[src/hw/rtl/vilt_pkg.sv]
// Shared types and constants for the video interface line timer.
// Used by vilt_ctrl, vilt_dp and video_interface_line_timer. No dependencies.
`default_nettype none

package vilt_pkg;

  // field widths
  localparam int OP_W   = 2;
  localparam int IDX_W  = 4;
  localparam int WORD_W = 32;
  localparam int CNT_W  = 20;

  // opcodes
  localparam logic [OP_W-1:0] OP_TICK  = 2'd0;
  localparam logic [OP_W-1:0] OP_READ  = 2'd1;
  localparam logic [OP_W-1:0] OP_WRITE = 2'd2;

  // register indexes
  localparam logic [IDX_W-1:0] IDX_ORIGIN  = 4'd1;
  localparam logic [IDX_W-1:0] IDX_INTR    = 4'd3;
  localparam logic [IDX_W-1:0] IDX_CURRENT = 4'd4;
  localparam logic [IDX_W-1:0] IDX_VSYNC   = 4'd6;

  // frame timing: start value is START_NUM / START_DEN
  localparam int NUM_W     = 26;
  localparam int START_NUM = 62500060;
  localparam int START_DEN = 60;
  localparam logic [CNT_W-1:0] START_VAL = CNT_W'(START_NUM / START_DEN);

  // reciprocal divider: 32 quotient bits, numerator up to NUM_W + 32 bits,
  // estimate, remainder and correction steps
  localparam int QUO_W     = 32;
  localparam int PROD_W    = NUM_W + QUO_W;
  localparam int DIV_STEPS = 3;
  localparam int STEP_W    = $clog2(DIV_STEPS);

  // parameter defaults
  localparam int REG_COUNT_DEF       = 16;
  localparam int LINES_PER_FRAME_DEF = 525;
  localparam int BLANK_LINES_DEF     = 39;

  typedef struct packed {
    logic [OP_W-1:0]   opcode;
    logic [IDX_W-1:0]  reg_index;
    logic [WORD_W-1:0] write_data;
    logic [WORD_W-1:0] write_mask;
  } in_word_t;

  typedef struct packed {
    logic [WORD_W-1:0] read_data;
    logic              irq_raise;
    logic              irq_clear;
    logic              frame_done;
    logic              field_now;
  } out_word_t;

  // controller -> datapath
  typedef struct packed {
    logic capture;  // take the input word
    logic prep;     // register the product
    logic step;     // one divider step
    logic commit;   // update state and load output register
  } ctl_cmd_t;

  // datapath -> controller
  typedef struct packed {
    logic need_div;  // input word needs a division
    logic div_last;  // this step is the last divider step
    logic out_free;  // output register can take a word
  } dp_sts_t;

endpackage

`default_nettype wire

[src/hw/rtl/vilt_ctrl.sv]
// Sequencer for the video interface line timer.
// Depends on vilt_pkg.
`default_nettype none

module vilt_ctrl
  import vilt_pkg::*;
(
  input  wire logic     clk,
  input  wire logic     rst_n,
  input  wire logic     in_valid,
  output logic          in_ready,
  input  wire dp_sts_t  sts,
  output ctl_cmd_t      cmd
);

  localparam logic [1:0] ST_IDLE   = 2'd0;
  localparam logic [1:0] ST_PREP   = 2'd1;
  localparam logic [1:0] ST_DIV    = 2'd2;
  localparam logic [1:0] ST_COMMIT = 2'd3;

  logic [1:0] state_r, state_nxt;

  always_comb begin
    state_nxt = state_r;
    cmd       = '0;
    in_ready  = 1'b0;
    unique case (state_r)
      ST_IDLE: begin
        in_ready = 1'b1;
        if (in_valid) begin
          cmd.capture = 1'b1;
          state_nxt   = sts.need_div ? ST_PREP : ST_COMMIT;
        end
      end
      ST_PREP: begin
        cmd.prep  = 1'b1;
        state_nxt = ST_DIV;
      end
      ST_DIV: begin
        cmd.step = 1'b1;
        if (sts.div_last) state_nxt = ST_COMMIT;
      end
      ST_COMMIT: begin
        if (sts.out_free) begin
          cmd.commit = 1'b1;
          state_nxt  = ST_IDLE;
        end
      end
      default: state_nxt = ST_IDLE;
    endcase
  end

  always_ff @(posedge clk) begin
    if (!rst_n) begin
      state_r <= ST_IDLE;
    end else begin
      state_r <= state_nxt;
    end
  end

endmodule

`default_nettype wire

[config.mk]
export PLATFORM = sky130hd
export DESIGN_NAME = vilt_ctrl
export DESIGN_NICKNAME = d
export VERILOG_FILES = /design/src/hw/rtl/vilt_pkg.sv /design/src/hw/rtl/vilt_ctrl.sv
export SDC_FILE = /design/constraint.sdc
export NUM_CORES = 1
export LEC_CHECK = 0
export BUFFER_PORTS_ARGS = -buffer_cell sky130_fd_sc_hd__buf_2
export CAP_MARGIN = 5
export CORE_AREA = 4 4 41 43
export CTS_BUF_LIST = sky130_fd_sc_hd__clkbuf_8
export DETAILED_ROUTE_END_ITERATION = 8
export DIE_AREA = 0 0 45 47
export MAX_ROUTING_LAYER = met4
export PLACE_DENSITY = 0.38
export SLEW_MARGIN = 5
export SYNTH_ARGS = -nofsm -noshare
export SYNTH_HDL_FRONTEND = slang
export SYNTH_SLANG_ARGS = --single-unit
[constraint.sdc]
create_clock -name clk -period 3.22 [get_ports clk]
set_input_delay 0.483 -clock clk [delete_from_list [all_inputs] [get_ports clk]]
set_output_delay 0.483 -clock clk [all_outputs]
set_load 0.05 [all_outputs]
Yosys cells after proc, flatten, opt, wreduce, memory -nomap -nowiden
Index checks and enable logic that the tools add are counted.

Register bits: 2. Output and inout port bits: 5.

Eq/ne operators: 6. Muxes and demuxes: 12. Reductions and logical operators: 2.

Operator list (count): two-way mux 2 bit (4); case mux 2 bit (4 select lines) (1); two-way mux 1 bit (7); inequality test 2 bit, second input constant (3); == test 2 bit, second input constant (2); AND reduction 3 bit (1); == test 2 x 1 -> 1 bit, second input constant (1); zero test 2 bit (1).

Logic depth before layout (Yosys ltp)
Gate-level depths: netlist (run 1).

Word-level depth: 3. Gate-level depth with buffers: 5.

Worst setup path after synthesis (run 1)
Ideal clock, no wire load.

Path type: register to output. Start point: register state_r[0]. End point: output port cmd[3] (netlist bit). Data arrival time: 1.426 ns. Data required time: 2.737 ns. Slack: 1.311 ns. Cell stages (with the launch flop): 4. Path buffers: 0. Cell sequence: dfxtp_1 > inv_1 > ha_1 > and2_1.

RTL lines: start: declaration (line vilt_ctrl.sv:21) `logic [1:0] state_r, state_nxt;`; start signal: assignment (line vilt_ctrl.sv:57) `state_r <= state_nxt;`; end: declaration (line vilt_ctrl.sv:13) `output ctl_cmd_t cmd`.

==> results by group, run 1 <==
CTS
  • Clock tree from TritonCTS: built
  • Number of buffers added for setup after CTS: 0
  • Post_cts resized: 0
  • CTS Buf Count: 3
  • Cts hold-fix bufs: 0
  • H-tree depth: 1
  • Reg clk slew, reported paths: around 0.03 ns
  • Later-pin clock latency in the skew report: 0.21 ns
  • Clock Path Buffers: 2
  • CTS root buf: clkbuf_8
  • CTS Sinks: 2

GRT
  • Initial antenna violation count: 0
  • First-pass GRT wire length: between 700 and 800 µm
  • Vias in the first global route: slightly below 200
  • Total GRT Usage: ~5.5%
  • Pin count of the biggest net entering global routing: 7
  • Total gr overflow: 0

Cells and area
  • # nets final: 47
  • # fillers: 148
  • Area Growth Syn to Fin: 60.3%
  • Largest Register: state_r
  • Largest registers: state_r: 2 flops
  • Ant diodes: 0
  • Share of layout cells above drive strength 1: 40.0%
  • Largest register FFs: 2

Timing
  • Hold Fails Final Rpt: 0
  • Slew margin rel.: roughly 64%
  • RSZ-0062 raised after global routing: no
  • Period Utilization, post-route: a little over half
  • Setup violations, final: 0
  • Minimum clock period: roughly 1.7 ns
  • Worst Skew: approximately 0.0037 ns
  • Final worst slack: approximately 1.5 ns
  • Slew @ Worst Pin: between 0.5 and 0.6 ns
  • Max Slew Vio Count: 0
  • Setup_tns: 0 ns
  • Fmax: about 0.58 GHz

Run
  • Max-cap violations: 0

Setup path
  • Worst-path maximum fanout: 6
  • WP data required: between 2 and 3 ns
  • Worst setup SP type: flip-flop
  • Setup Crit Path Kind: reg -> out
  • Worst R2R Start: state_r[0]
  • Critical Path AT: about 1.3 ns
  • Worst Setup SP: state_r[0]
  • CP Capture Type: primary output

Synth
  • Number of enable flip-flop cells after synthesis: 0
  • Largest family of logic cells by synthesized area: adder cells
  • Synth Area in XOR/XNOR: 0%
  • Synth Area in Compound Gates: between 10% and 20%
  • Synth Area in Adders: 27.4%
  • Top_reg_cell synth: dfxtp_1
  • Synth top cells by count: inv_1, ha_1
  • Mux cell area share after synthesis: around 11%
  • Synth Cell Area: around 180 µm²
  • Part of the Yosys area used for sequential elements: ~22%
  • Post-Synth Simple-Gate Area: about 18%
  • Syn avg cell area: 8.30 µm²
  • Distinct cells, synth: 10
  • Cell accounting for the most synthesized area: ha_1
  • Area share of the largest cell type after synthesis: between 20% and 30%
  • Cell with the most instances after synthesis: inv_1
  • Gate Count Post-Synth: 22
  • Seq cells post-synth: 2
  • Ys async rst share: 0%
  • Yosys warns: 0
  • Syn_nets: 32
  • Synth top area cells: ha_1, dfxtp_1, mux2i_1

Route
  • DRC Markers: 0
  • WL per Instance: approximately 8.9 µm
  • DR vias/cell: between 3 and 4
  • Routed wire length: between 400 and 500 µm
  • Total iterations of the first detailed-routing run: 4
  • Detail Route Antenna Nets: 0
  • DRT iter0 DRCs: 2
  • Vias: 187

Pwr
  • Total power: between 300 and 400 µW
  • Max VDD drop: 0.451 mV
  • LEAKAGE: around 0.17 nW
  • Cell area power density: around 1200 nW/µm²

Outcome
  • Status: complete, no violations

Placement
  • Port bufs: 10
  • Final RePlAce weighted congestion: around 0.7
  • Post-Place Worst Slack: 1.69 ns

Floorplanning
  • Die span in y: 47 µm
  • Row count: 13
  • Die X: between 40 and 50 µm
  • Die Area: 2120 µm²
  • Core area: between 1000 and 1500 µm²
  • Top Ports: 11
  • Initial Util: between 10% and 20%

Hold path
  • HP Start: state_r[1]
  • Hold Crit Class: reg -> reg
-- cells in the final DEF, fill, tap and decap left out, drive strengths merged --
cell type / count
nor2b: 2
inv: 5
clkbuf: 3
a222oi: 1
buf: 10
and2: 2
nand2: 2
dfxtp: 2
mux2i: 2
ha: 4
o21ai: 2
-- path summary, 6_finish.rpt --
| check | to | slack (ns) | depth (start not counted) |
|---|---|---|---|
| worst max register to register | state_r[0] | 1.72 | 4 |
| worst min register to register | state_r[1] | 0.50 | 2 |
| worst max-delay path | cmd[3] | 1.48 | 4 |
| worst min-delay path | state_r[1] | 0.50 | 2 |
-- power breakdown --
group | leakage (nW) | internal (mW) | total [mW] | switching, mW
sequential | 0.0166 | 0.0365 | 0.0484 | 0.0119
clock | 0.0216 | 0.0789 | 0.0967 | 0.0178
combinational | 0.127 | 0.0587 | 0.200 | 0.141
total | 0.165 | 0.174 | 0.345 | 0.171
-- worst max-delay path: stages, from the launching register on --
cell and delay, ns:
dfxtp_1 0.37, inv_1 0.08, ha_1 0.25, and2_1 0.15, buf_2 0.20
-- cell type report --
type                       count  area (µm²)  share of cell area, %
inverter                       5        18.8                   6.41
sequential                     2        40.0                   13.7
timing repair buffer          10        50.0                   17.1
multi-input combinational     15         124                   42.3
clock buffer                   3        41.3                   14.1
tap                           15        18.8                   6.41
-- cells by family after synthesis --
family,count (synthesis)
flops,2
fa+ha+maj,4
simple gates,6
compound gates,3
mux,2
buf+inv,5
-- routing by layer --
layer | vias up | wire length [µm] | track usage [%]
li1 | 96 | - | -
met1 | 79 | 215 | 6.33
met2 | 12 | 155 | 7.06
met3 | 0 | 73 | 3.45
met4 | 0 | 0 | 3.51
met5 | - | 0 | -
-- metrics by stage --
stage / hold slack [ns] / instance area [µm²] / instances / util, %
floorplan: 0.468 / 183 / 22 / -
global placement: 0.502 / 251 / 47 / 19.3
detailed placement: 0.499 / 251 / 47 / 19.3
CTS: 0.503 / 293 / 50 / 22.5
global route: 0.520 / 293 / 50 / 22.5
finish: 0.499 / 293 / 50 / 22.5
(Power assumes the default switching activity.)
==> inputs of run 2 (changes only) <==
PLACE_DENSITY = 0.39   (was 0.38)
clock period = 1.5 ns   (was 3.22 ns; I/O delays follow)
==> run 2 against run 1 <==
  * Sequential cell count stayed put
  * Clock power is 120% higher
  * Clock skew is 0.0027 ns lower
  * Worst hold slack worse by 0.20 ns
  * Setup slack worse by 1.4 ns
  * Sequential share of layout area hardly changed
  * Routed wire length is 1.6% higher
  * Cell count is 2.0% higher
  * Register-to-register slack worse by 1.5 ns
==> results by group, run 2 (synthesized netlist as in run 1, its figures left out) <==
Cells and area
  • Share of layout cells above drive strength 1: 55.6% (+16 points)
  • Largest registers: state_r: 2 flops
  • Commonest non-fill, non-tap cell in the layout: buf_2
  • # fillers: 149 (+0.68%)
  • # nets final: 48 (+2.1%)
  • Commonest non-fill, non-tap cells in the layout: buf_2, inv_1, clkbuf_8
  • Largest register FFs: 2 (unchanged)
  • Design area: 312 µm² (+6.4%)
  • Largest Register: state_r
  • Ant diodes: 0 (unchanged)
  • Area Growth Syn to Fin: 70.5%

CTS
  • Reg clk slew, reported paths: 0.03 ns (about the same)
  • Number of buffers added for setup after CTS: 0 (unchanged)
  • H-tree depth: 1 (unchanged)
  • CTS root buf: clkbuf_8
  • Clock Path Buffers: 2 (unchanged)
  • Clock tree from TritonCTS: built
  • Later-pin clock latency in the skew report: 0.21 ns (about the same)
  • CTS Sinks: 2 (unchanged)
  • CTS Buf Count: 3 (unchanged)

GRT
  • First-pass GRT wire length: 738 µm (-4.4%)
  • GRT met1 Usage: 6.56% (+0.23 points)
  • Vias in the first global route: 195 (unchanged)
  • Grt met2 use: 5.93% (-1.1 points)
  • GR peak layer: met4
  • Initial antenna violation count: 0 (unchanged)
  • Pin count of the biggest net entering global routing: 7 (unchanged)
  • Routing usage on met3: 2.30% (-1.1 points)
  • Total gr overflow: 0 (unchanged)
  • Total GRT Usage: 5.54% (unchanged)

Timing
  • Setup violations, final: 0 (unchanged)
  • Max Slew Vio Count: 0 (unchanged)
  • Fmax: 0.705 GHz
  • Setup_tns: 0 ns (unchanged)
  • RSZ-0062 raised after global routing: no
  • Period Utilization, post-route: approximately 94%
  • Slew @ Worst Pin: 0.263 ns (-0.282 ns)
  • Worst Skew: 0.00102 ns (-0.00269 ns)
  • Hold Fails Final Rpt: 0 (unchanged)
  • Minimum clock period: 1.42 ns
  • Slew margin rel.: 82.5% (+19 points)

Floorplanning
  • Initial Util: 14.0% (unchanged)
  • Top Ports: 11 (unchanged)
  • Core area: 1300 µm² (unchanged)
  • Die Area: 2120 µm² (unchanged)
  • Die X: 45 µm (unchanged)
  • Row count: 13 (unchanged)
  • Die span in y: 47 µm (unchanged)

Route
  • Detail Route Antenna Nets: 0 (unchanged)
  • Routed wire length: 450 µm (+1.6%)
  • DR vias/cell: 3.69 (-1.4%)
  • DRT iter0 DRCs: 2 (unchanged)
  • WL per Instance: 8.82 µm (-0.41%)
  • Vias: 188 (+0.53%)
  • DRC Markers: 0 (unchanged)
  • Total iterations of the first detailed-routing run: 4 (unchanged)

Run
  • Max-cap violations: 0 (unchanged)

Pwr
  • LEAKAGE: 0.169 nW (+2.3%)
  • Max VDD drop: 0.656 mV (+45%)
  • Cell area power density: 2550 nW/µm² (+120%)

Setup path
  • Worst setup SP type: flip-flop
  • Critical Path AT: 1.19 ns (-0.06 ns)
  • Setup Crit Path Kind: reg -> out
  • Worst-path maximum fanout: 6 (unchanged)
  • CP Capture Type: primary output
  • WP data required: 1.27 ns (-1.47 ns)

Hold path
  • Hold Crit Class: in -> reg

Placement
  • Post-DP HPWL: 352 µm
  • Placed Area: 265 µm² (+5.5%)
  • Final RePlAce weighted congestion: 0.697 (about the same)
  • Port bufs: 10 (unchanged)

Outcome
  • Status: complete, no violations
[run 2: changes by cell type in the layout (fill, tap and decap cells not counted), sizes merged]
cell	delta
buf	+1
[run 2: final timing paths]
| path | startpoint | to | slack [ns] | cells past startpoint |
|---|---|---|---|---|
| max reg2reg | state_r[0] | state_r[0] | 0.18 | 5 |
| max | state_r[0] | cmd[3] | 0.08 | 4 |
| min reg2reg | state_r[1] | state_r[1] | 0.49 | 2 |
| min | rst_n | state_r[1] | 0.30 | 3 |
[run 2: timing repair]
item | CTS | global route
hold buffers | 0 | 0
setup endpoints to repair | 1 | 1
gates resized for setup | 1 | 2
[run 2: through the flow]
stage | util, % | instances | hold slack [ns] | power, mW | worst slack (ns)
finish | 23.9 | 51 | 0.303 | 0.793 | 0.0825
global route | 23.9 | 51 | 0.317 | 0.854 | 0.0261
CTS | 23.8 | 51 | 0.306 | 0.799 | 0.0162
detailed placement | 20.4 | 48 | 0.518 | 0.575 | 0.128
global placement | 20.4 | 48 | 0.514 | 0.576 | 0.102
floorplan | - | 22 | 0.371 | 0.479 | 0.0673
[run 2: cell type report]
type                    instances  area, µm²  share of cell area (%)
well taps                      15       18.8                    6.02
flip-flops and latches          2       42.5                    13.7
inverters                       5       18.8                    6.02
clock buffers                   3       41.3                    13.3
repair buffers                 11       60.1                    19.3
multi-input cells              15        130                    41.8
[run 2: report_power, final]
part | internal [mW] | switching, mW | leakage [nW]
Clock | 0.170 | 0.0409 | 0.0216
Sequential | 0.0840 | 0.0283 | 0.0172
Combinational | 0.159 | 0.311 | 0.130
Total | 0.413 | 0.381 | 0.169
[run 2: worst max-delay path, stage by stage (launching register included)]
cell and delay (ns):
dfxtp_2 0.34, inv_1 0.07, ha_2 0.21, and2_2 0.17, buf_4 0.18
[run 2: metal layers]
layer	routed length [µm]	up-vias
met5	0	-
met4	10	0
met3	63	2
met2	149	14
met1	227	74
li1	-	98
